**src/hdl/tks_pkg.sv**
```systemverilog
// shared types and constants for the top-k score selector
`timescale 1ns / 1ps

package tks_pkg;

    localparam int TKS_CAPACITY = 16;
    localparam int KLIM_W       = 5;
    localparam int PADDR_W      = 3;
    localparam int PDATA_W      = 32;

    localparam logic [1:0] MODE_INSERT = 2'd0;
    localparam logic [1:0] MODE_CHECK  = 2'd1;
    localparam logic [1:0] MODE_DRAIN  = 2'd2;

    localparam logic REG_K_LIMIT = 1'b0;

    localparam logic [KLIM_W-1:0] K_LIMIT_RESET = 5'd16;

    typedef struct packed {
        logic [1:0]         mode;
        logic [31:0]        record_id;
        logic signed [31:0] score;
        logic signed [31:0] bound;
    } t_in_req;

    typedef struct packed {
        logic [31:0]        out_record_id;
        logic signed [31:0] out_score;
        logic               top_k_ready;
        logic               last;
    } t_out_req;

    typedef struct packed {
        logic [31:0]        id;
        logic signed [31:0] score;
    } t_pair;

    typedef struct packed {
        logic               ins;
        logic               drain;
        t_pair              new_pair;
        logic signed [31:0] bound;
    } t_cell_ctl;

    typedef enum logic [1:0] {
        ST_IDLE  = 2'b01,
        ST_DRAIN = 2'b10
    } t_state;

endpackage

```
**src/hdl/tks_cell.sv**
```systemverilog
// one cell of the sorted chain: holds one pair, shifts right on insert, left on drain
`timescale 1ns / 1ps

module tks_cell
    import tks_pkg::*;
(
    input  logic      i_clk,
    input  t_cell_ctl i_ctl,
    input  logic      i_valid,
    input  logic      i_ge_left,
    input  t_pair     i_left,
    input  t_pair     i_right,
    output t_pair     o_pair,
    output logic      o_ge,
    output logic      o_ge_bound
);

    t_pair r_pair;
    t_pair n_pair;

    assign o_ge       = i_valid && (r_pair.score >= i_ctl.new_pair.score);
    assign o_ge_bound = r_pair.score >= i_ctl.bound;
    assign o_pair     = r_pair;

    always_comb begin
        n_pair = r_pair;
        if (i_ctl.drain) begin
            n_pair = i_right;
        end else if (i_ctl.ins && !o_ge) begin
            n_pair = i_ge_left ? i_ctl.new_pair : i_left;
        end
    end

    always_ff @(posedge i_clk) begin
        r_pair <= n_pair;
    end

endmodule

```
**src/hdl/top_k_score_selector_top.sv**
```systemverilog
// top level of the top-k score selector: request channels, register port, cell chain
`timescale 1ns / 1ps
//
// Keeps the best k (record id, score) pairs in a sorted chain of cells.
// Input channel i_in_valid / o_in_stall / i_in_data carries one request:
// insert a pair, check readiness against a bound, or drain the held pairs.
// Output channel o_out_valid / i_out_stall / o_out_data carries results
// through one output register.
// An insert gives no result; inserts are taken back to back, one per
// cycle while no drain is in progress, since every cell compares against
// the new score in parallel and the whole chain shifts at once.
// A check result is in the output register in the cycle after its request.
// A drain of n pairs gives n results, one per cycle while the receiver
// does not stall, from the drain state that the request enters; the chain
// shifts toward cell 0 each time cell 0 is handed out. New requests are
// held off for the whole drain.
// While the output register is full and stalled, checks and drains wait;
// inserts still go through.
// Reset empties the store and sets k_limit to 16. The user must write k_limit over
// the APB-style port, byte address 0, only while no request is in flight; unchecked.
//

module top_k_score_selector_top
    import tks_pkg::*;
#(
    parameter int CAPACITY = TKS_CAPACITY
)
(
    input  logic               i_clk,
    input  logic               i_rst_n,
    input  logic               i_in_valid,
    output logic               o_in_stall,
    input  t_in_req            i_in_data,
    output logic               o_out_valid,
    input  logic               i_out_stall,
    output t_out_req           o_out_data,
    input  logic               psel,
    input  logic               penable,
    input  logic               pwrite,
    input  logic [PADDR_W-1:0] paddr,
    input  logic [PDATA_W-1:0] pwdata,
    output logic [PDATA_W-1:0] prdata,
    output logic               pready
);

    localparam int CW = $clog2(CAPACITY + 1);
    localparam int LW = (CW > KLIM_W) ? CW : KLIM_W;

    t_state            r_state, n_state;
    logic [CW-1:0]     r_count, n_count;
    logic [KLIM_W-1:0] r_k_limit;
    logic              r_out_valid, n_out_valid;
    t_out_req          r_out_data, n_out_data;

    t_cell_ctl         cell_ctl;
    t_pair             pairs [CAPACITY];
    logic [CAPACITY-1:0] cell_valid, cell_ge, cell_geb;

    logic          out_free, accept, ins_ok, count_lt_lim, all_ge, all_geb, ready;
    logic          drain_step;
    logic [LW-1:0] lim;

    // register port
    assign pready = 1'b1;
    assign prdata = (paddr[PADDR_W-1] == REG_K_LIMIT) ?
                    PDATA_W'(r_k_limit) : '0;

    always_ff @(posedge i_clk) begin
        if (!i_rst_n) begin
            r_k_limit <= K_LIMIT_RESET;
        end else if (psel && penable && pwrite && pready &&
                     paddr[PADDR_W-1] == REG_K_LIMIT) begin
            r_k_limit <= pwdata[KLIM_W-1:0];
        end
    end

    // handshake
    assign out_free   = !r_out_valid || !i_out_stall;
    assign o_in_stall = (r_state != ST_IDLE) ||
                        (!out_free && i_in_data.mode != MODE_INSERT);
    assign accept     = i_in_valid && !o_in_stall;

    // limit and chain summaries
    assign lim = (LW'(r_k_limit) > LW'(CAPACITY)) ? LW'(CAPACITY) : LW'(r_k_limit);
    assign count_lt_lim = LW'(r_count) < lim;
    assign all_ge  = &(~cell_valid | cell_ge);
    assign all_geb = &(~cell_valid | cell_geb);
    assign ins_ok  = count_lt_lim || (r_count != '0 && !all_ge);
    assign ready   = (r_count != '0) && (LW'(r_count) == lim) && all_geb;

    assign drain_step = (r_state == ST_DRAIN) && out_free;

    assign cell_ctl.ins      = accept && i_in_data.mode == MODE_INSERT && ins_ok;
    assign cell_ctl.drain    = drain_step;
    assign cell_ctl.new_pair = '{id: i_in_data.record_id, score: i_in_data.score};
    assign cell_ctl.bound    = i_in_data.bound;

    for (genvar gi = 0; gi < CAPACITY; gi++) begin : g_cell
        assign cell_valid[gi] = r_count > CW'(gi);
        tks_cell u_cell (
            .i_clk      (i_clk),
            .i_ctl      (cell_ctl),
            .i_valid    (cell_valid[gi]),
            .i_ge_left  ((gi == 0) ? 1'b1 : cell_ge[(gi == 0) ? 0 : gi - 1]),
            .i_left     (pairs[(gi == 0) ? 0 : gi - 1]),
            .i_right    (pairs[(gi == CAPACITY - 1) ? gi : gi + 1]),
            .o_pair     (pairs[gi]),
            .o_ge       (cell_ge[gi]),
            .o_ge_bound (cell_geb[gi])
        );
    end

    always_comb begin
        n_state     = r_state;
        n_count     = r_count;
        n_out_valid = out_free ? 1'b0 : r_out_valid;
        n_out_data  = r_out_data;
        unique case (r_state)
            ST_IDLE: begin
                if (accept) begin
                    unique case (i_in_data.mode)
                        MODE_INSERT: begin
                            if (count_lt_lim) begin
                                n_count = r_count + 1'b1;
                            end
                        end
                        MODE_CHECK: begin
                            n_out_valid = 1'b1;
                            n_out_data  = '{out_record_id: '0, out_score: '0,
                                            top_k_ready: ready, last: 1'b1};
                        end
                        MODE_DRAIN: begin
                            if (r_count != '0) begin
                                n_state = ST_DRAIN;
                            end
                        end
                        default: begin
                        end
                    endcase
                end
            end
            ST_DRAIN: begin
                if (drain_step) begin
                    n_out_valid = 1'b1;
                    n_out_data  = '{out_record_id: pairs[0].id,
                                    out_score: pairs[0].score,
                                    top_k_ready: 1'b0,
                                    last: r_count == CW'(1)};
                    n_count     = r_count - 1'b1;
                    if (r_count == CW'(1)) begin
                        n_state = ST_IDLE;
                    end
                end
            end
            default: begin
                n_state = ST_IDLE;
            end
        endcase
    end

    always_ff @(posedge i_clk) begin
        if (!i_rst_n) begin
            r_state     <= ST_IDLE;
            r_count     <= '0;
            r_out_valid <= 1'b0;
        end else begin
            r_state     <= n_state;
            r_count     <= n_count;
            r_out_valid <= n_out_valid;
        end
    end

    always_ff @(posedge i_clk) begin
        r_out_data <= n_out_data;
    end

    assign o_out_valid = r_out_valid;
    assign o_out_data  = r_out_data;

    a_count_cap: assert property (@(posedge i_clk) disable iff (!i_rst_n)
        r_count <= CW'(CAPACITY))
        else $error("held count above capacity");

    a_drain_nonempty: assert property (@(posedge i_clk) disable iff (!i_rst_n)
        r_state == ST_DRAIN |-> r_count != '0)
        else $error("drain with empty store");

    a_drain_end: assert property (@(posedge i_clk) disable iff (!i_rst_n)
        drain_step && r_count == CW'(1) |=>
            r_state == ST_IDLE && r_count == '0 && o_out_valid && o_out_data.last)
        else $error("drain did not end on last");

    a_insert_grow: assert property (@(posedge i_clk) disable iff (!i_rst_n)
        cell_ctl.ins && count_lt_lim |=> r_count == $past(r_count) + 1'b1)
        else $error("insert below limit did not grow count");

endmodule

```
**config.mk**
```make
export PLATFORM = sky130hd
export DESIGN_NAME = top_k_score_selector_top
export DESIGN_NICKNAME = d
export VERILOG_FILES = /design/src/hdl/tks_pkg.sv /design/src/hdl/tks_cell.sv /design/src/hdl/top_k_score_selector_top.sv
export SDC_FILE = /design/constraint.sdc
export NUM_CORES = 2
export LEC_CHECK = 0
export ABC_CLOCK_PERIOD_IN_PS = 8300
export BUFFER_PORTS_ARGS = -buffer_cell sky130_fd_sc_hd__clkbuf_2
export CAP_MARGIN = 10
export CORE_AREA = 4 4 351 491
export DETAILED_ROUTE_END_ITERATION = 8
export DIE_AREA = 0 0 355 495
export GPL_ROUTABILITY_DRIVEN = 0
export PLACE_DENSITY = 0.63
export SLEW_MARGIN = 40
export SYNTH_ARGS = -nofsm -noshare
export SYNTH_HDL_FRONTEND = slang
export SYNTH_SLANG_ARGS = --single-unit
```
**constraint.sdc**
```tcl
create_clock -name i_clk -period 8.3 [get_ports i_clk]
set_input_delay 0.83 -clock i_clk [delete_from_list [all_inputs] [get_ports i_clk]]
set_output_delay 0.83 -clock i_clk [all_outputs]
set_load 0.02 [all_outputs]
```
# After elaboration in Yosys (flattened, before gate mapping)
# Cells that the tools add are included.
classes:
  addsub: 2
  magnitude_cmp: 50
  eq_ne: 15
  muxes: 67
  bitwise_logic: 5
  reduce_logical: 92
op_table:
  columns: ["operator", "count"]
  rows:
  - ["$mux W64", 45]
  - ["$ge A32 B32 Y1", 32]
  - ["$mux W66", 3]
  - ["$pmux W66 S2", 1]
  - ["$logic_and A1 B1 Y1", 43]
  - ["$gt A5 B4 Y1 const B", 8]
  - ["$reduce_bool A2 Y1", 17]
  - ["$or A16 B16 Y16", 2]
  - ["$reduce_and A16 Y1", 2]
  - ["$mux W5", 6]
  - ["$logic_not A1 Y1", 21]
  - ["$gt A5 B3 Y1 const B", 4]
  - ["$not A16 Y16", 1]
  - ["$gt A5 B1 Y1 const B", 2]
  - ["$gt A5 B2 Y1 const B", 2]
  - ["$mux W2", 5]
  - ["$ne A2 B2 Y1 const B", 5]
  - ["$pmux W5 S2", 1]
  - ["$reduce_and A5 Y1", 2]
  - ["$ne A2 B1 Y1 const B", 4]
  - ["$add A5 B1 Y5 const B", 1]
  - ["$eq A5 B1 Y1 const B", 1]
  - ["$eq A5 B5 Y1", 1]
  - ["$gt A5 B5 Y1 const B", 1]
  - ["13 further kinds", 21]
word_totals:
  ff_bits: 1103
  inputBits: 140
  elab_cells: 271

# Depth between registers and ports, before layout
depth:
  word_depth: 12
  depth_mapped: 14

# By module
# From an unflattened synthesis, not the netlist that was laid out.
unflattened:
  hier_cells: 8488
  hier_area_um2: 82067.5
modules_own_cells:
  columns: ["mod", "n_inst", "cells_each", "area_each_um2", "seq_area_each_um2"]
  rows:
  - ["tks_cell", 16, 507, 4869.7, 1921.8]
  - ["top_k_score_selector_top", 1, 376, 4152.7, 2242.2]

# Worst setup path after synthesis
# No wires, ideal clock.
synth_path:
  path_kind: "input to register"
  from: "input i_in_data[41] in the netlist's numbering"
  to: "register g_cell[9].u_cell.r_pair (netlist bit g_cell[9].u_cell.o_pair[0]), enable pin"
  arrival_time_ns: 7.683
  t_required_ns: 7.726
  setup_slack_ns: 0.043
  stages: 12
  path_buffers: 2
  path_cell_list: "inv_1 -> ha_1 -> a21o_1 -> a21o_1 -> a21oi_1 -> o21ai_0 -> a221oi_1 -> mux2_2 -> nor2b_1 -> buf_2 -> buf_4 -> o21ai_0"
synth_between:
  elab_chain_len: 10
synth_lines:
  columns: ["item", "line", "text"]
  rows:
  - ["start: declaration", "top_k_score_selector_top.sv:33", "input t_in_req i_in_data,"]
  - ["$ge A32 B32 Y1", "tks_cell.sv:21", "assign o_ge = i_valid && (r_pair.score >= i_ctl.new_pair.score);"]
  - ["$logic_and A1 B1 Y1", "tks_cell.sv:21", null]
  - ["$or A16 B16 Y16", "top_k_score_selector_top.sv:86", "assign all_ge = &(~cell_valid | cell_ge);"]
  - ["$reduce_and A16 Y1", "top_k_score_selector_top.sv:86", null]
  - ["$logic_not A1 Y1", "top_k_score_selector_top.sv:88", "assign ins_ok = count_lt_lim || (r_count != '0 && !all_ge);"]
  - ["$logic_and A1 B1 Y1", "top_k_score_selector_top.sv:88", null]
  - ["$logic_or A1 B1 Y1", "top_k_score_selector_top.sv:88", null]
  - ["$logic_and A1 B1 Y1", "top_k_score_selector_top.sv:93", "assign cell_ctl.ins = accept && i_in_data.mode == MODE_INSERT && ins_ok;"]
  - ["$logic_and A1 B1 Y1 (*)", "tks_cell.sv:29", "end else if (i_ctl.ins && !o_ge) begin"]
  - ["$reduce_bool A2 Y1 (no source line) (*)", null, null]
  - ["end signal: assignment", "tks_cell.sv:35", "r_pair <= n_pair;"]
  - ["end: declaration", "tks_cell.sv:18", "t_pair r_pair;"]
# Mark *: on every way between the ends. The rest lies on a longest branch, timed or not.
# A chain may end at the register's enable or synchronous reset.

# Final worst setup path
layout_path:
  from: "input i_in_data[37] in the netlist's numbering"
  to: "register g_cell[7].u_cell.r_pair (netlist bit g_cell[7].u_cell.o_pair[60]), enable pin"
layout_between:
  elab_chain_len: 10
layout_lines:
  columns: ["item", "line"]
  rows:
  - ["$ge A32 B32 Y1", "tks_cell.sv:21"]
  - ["$logic_and A1 B1 Y1", "tks_cell.sv:21"]
  - ["$or A16 B16 Y16", "top_k_score_selector_top.sv:86"]
  - ["$reduce_and A16 Y1", "top_k_score_selector_top.sv:86"]
  - ["$logic_not A1 Y1", "top_k_score_selector_top.sv:88"]
  - ["$logic_and A1 B1 Y1", "top_k_score_selector_top.sv:88"]
  - ["$logic_or A1 B1 Y1", "top_k_score_selector_top.sv:88"]
  - ["$logic_and A1 B1 Y1", "top_k_score_selector_top.sv:93"]
  - ["$logic_and A1 B1 Y1 (*)", "tks_cell.sv:29"]
  - ["$reduce_bool A2 Y1 (no source line) (*)", null]
  - ["end signal: assignment", "tks_cell.sv:35"]
  - ["end: declaration", "tks_cell.sv:18"]
# Marks and branches as above.

==> flow_summary_export.csv <==
group,metric,value,unit
clocking,cts_inserted_buffers,113,
global_route,grt_pass1_wl,404000,um
yosys,synth_fa_ha_area_share,16.9,%
detailed_routing,drt_pre_antenna_iters,7,
placement,hpwl,195000,um
power,power_density,216,nW/um^2
timing,fin_crit,6.33,ns
timing,slew_headroom,35.2,%
timing,setup-violations-final,0,
yosys,yosysWarnings,0,
global_route,grt_max_degree,229,
yosys,ys_ff_latch,1103,
finish,final_nets,9020,
clocking,clk_latency,0.80,ns
setup_path,r2r-start,"g_cell[13].u_cell.o_pair[25]",
power,p_int,12.0,mW
power,seqPwrFrac,45.6,%
clocking,h-tree-depth,3,
placement,portBuffers,183,
finish,drive_gt1_share,7.52,%
min_path,holdPathStages,2,
yosys,synthTopCellsByArea,"edfxtp_1 43%, ha_1 17%, mux2i_1 8.1%",
timing,drv_slew,0,
floorplan,io_pins,241,
yosys,synth_top_family_by_area,"adder cells",
timing,tns,0,ns
clocking,post_cts_buffers,0,
yosys,yosysTopAreaCellShare,42.7,%
floorplan,die-area,176000,sq um
floorplan,core-area,168000,sq um
finish,final_cell_mix,"1624 x nand2_1, 1090 x edfxtp_1, 1035 x ha_1",
yosys,yosys.area_share.simple,14.5,%
global_route,grtUsageMet3,5.11,%
detailed_routing,routed_wl,276000,um
min_path,min_path_type,"input pin to flop",
finish,final_cells,10200,
power,leakage,32.9,nW
yosys,ys_async_sr_fraction,0,%
yosys,synth_compound_area_share,14.1,%
yosys,synth_cell_type_count,80,
global_route,grt.total_usage,30.6,%
yosys,ys_seq_area_share,43.0,%
setup_path,crit_fanout,38,
finish,mostFrequentLayoutCell,"nand2_1",
clocking,cts_buffer_depth,3,
yosys,synth-edff-count,1090,
yosys,yosys.area.top_type,"edfxtp_1",
status,run_status,"finished clean",
setup_path,arrival,6.73,ns
setup_path,crit_path_end_kind,"flop",
setup_path,reg2reg_depth,11,
detailed_routing,drtIter0Drc,6527,
yosys,synth.area.mux_share,8.17,%
power,power_frac_clock,28.7,%
global_route,antenna_found_initial,9,
setup_path,reg2reg_to,"o_out_data[1]",
setup_path,cp_data_required_time,8.70,ns
timing,rsz0062_at_grt,"no",
clocking,clock_sinks,1103,
finish,nFillCells,15500,
timing,max_freq,158,MHz
clocking,hold_buffers,0,
timing,worst_hold_slack,0.260,ns
timing,clock_skew,0.0461,ns
yosys,syn_inst,7824,
clocking,cts_tree,"built",
power,vdd_ir_drop_max,0.174,mV
clocking,ctsResizeCount,0,
detailed_routing,ant_nets,0,
setup_path,r2r_slack,2.86,ns
global_route,grt-busiest-layer,"met2",
detailed_routing,vias,63600,
yosys,syn_avg_cell_area,9.80,sq um
yosys,syn_area,76700,sq um
timing,fin_crit_sh,76.2,%
global_route,grt_pass1_vias,62400,
power,p_sw,6.18,mW
timing,hold_violations,0,
setup_path,startpoint_type,"input pin",
finish,final_util,50.1,%
detailed_routing,route.detailed.drc,0,
floorplan,die_h,495,um
power,p_comb_share,25.7,%
yosys,synth_xor_area_share,0.171,%
global_route,met2_usage,48.8,%
detailed_routing,vias_per_cell,6.24,
detailed_routing,wl_per_cell,27.1,um
setup_path,critical_path_class,"input pin to flop",
placement,dp.cells,9975,
floorplan,num_rows,178,
yosys,ys.flop_type,"edfxtp_1",
clocking,cts-root-buf,"clkbuf_16",
min_path,hold_start,"i_rst_n",
timing,tightestPinTransition,0.966,ns
floorplan,die_w,355,um
run,cap_viol_max_count,0,
clocking,clkTransAtPathRegs,0.06,ns
global_route,grtUsageMet1,36.0,%
power,p_sw_share,34.0,%
global_route,grt-ovfl-total,0,
min_path,whs_endpoint,"r_state[0]",
floorplan,initial_utilization,45.7,%
finish,area_growth,9.67,%
-- worst max-delay path: stages --
cell and delay, ns:
clkbuf_2 0.45, clkinv_1 0.87, buf_4 0.45, ha_1 0.32, a21oi_1 0.16, o21ai_0 0.19, a221o_1 0.35, o31ai_1 0.72
o2111ai_1 0.39, mux2_2 0.39, o221a_2 0.14, nand3_1 0.14, a21oi_4 0.06, buf_4 0.31, o21ai_4 0.19, buf_4 0.63
-- power by group through the flow --
stage / registers (mW) / logic, mW / clock network (mW)
after floorplan: 8.10 / 2.99 / 0
after global placement: 8.34 / 4.30 / 0
after detailed placement: 8.36 / 4.56 / 0
after CTS: 8.26 / 4.57 / 5.29
after global routing: 8.37 / 5.16 / 5.51
final: 8.28 / 4.68 / 5.21
-- registers in the layout (all words and copies together) (netlist names) --
name / flops
g_cell.u_cell.o_pair: 1024
r_state: 2
r_k_limit: 5
r_count: 5
o_out_valid: 1
o_out_data: 66
-- through the flow --
stage               setup WS (ns)  total power [mW]  instance area, sq um
CTS                          2.60              18.1                 84000
detailed placement           1.80              12.9                 80400
global placement             1.77              12.6                 80200
floorplan                  0.0430              11.1                 76800
finish                       1.97              18.2                 84100
global route                 2.01              19.0                 84100
-- cells in the mapped netlist, types with 41 or more instances --
master and n:
a211oi_1 41, a21o_1 137, a21oi_1 319, a31oi_1 295, and2_1 70, buf_2 51
buf_4 45, clkbuf_1 362, edfxtp_1 1090, ha_1 1036, inv_1 116, mux2i_1 618
nand2_1 1628, nand3_1 91, nand4_1 180, nor2_1 419, nor2b_1 57, nor3_1 49
o21ai_0 829
-- cell families after synthesis --
family,after synthesis
compound gates,1851
other cells,2
mux,625
simple gates,2612
flops,1103
fa+ha+maj,1036
xor+xnor,15
buf+inv,580
-- layer usage --
metal / wire (um) / up-vias
li1: - / 29000
met5: 13 / -
met3: 22200 / 931
met2: 125000 / 3125
met4: 27800 / 2
met1: 101000 / 30500
-- how the worst max path moves through the flow --
stage                     slack (ns)  cells past startpoint          start                     endpoint
after CTS                       2.60                     16  i_in_data[39]  g_cell[7].u_cell.o_pair[60]
after global placement          1.77                     14  i_in_data[62]   g_cell[7].u_cell.o_pair[1]
after detailed placement        1.80                     16  i_in_data[39]   g_cell[7].u_cell.o_pair[3]
final                           1.97                     16  i_in_data[37]  g_cell[7].u_cell.o_pair[60]
after floorplan                 0.04                     12  i_in_data[41]   g_cell[9].u_cell.o_pair[0]
after global routing            2.01                     15  i_in_data[37]  g_cell[8].u_cell.o_pair[34]
-- cell type report --
| type | count | area, sq um | share of cell area (%) |
|---|---|---|---|
| antenna | 7 | 17.5 | 0.0208 |
| clock buffer | 141 | 2950 | 3.51 |
| clock inverter | 72 | 649 | 0.772 |
| inverter | 117 | 444 | 0.528 |
| multi-input combinational | 6167 | 41900 | 49.8 |
| sequential | 1103 | 33000 | 39.2 |
| tap | 2250 | 2820 | 3.35 |
| timing repair buffer | 342 | 2350 | 2.80 |
(Power assumes the default switching activity.)
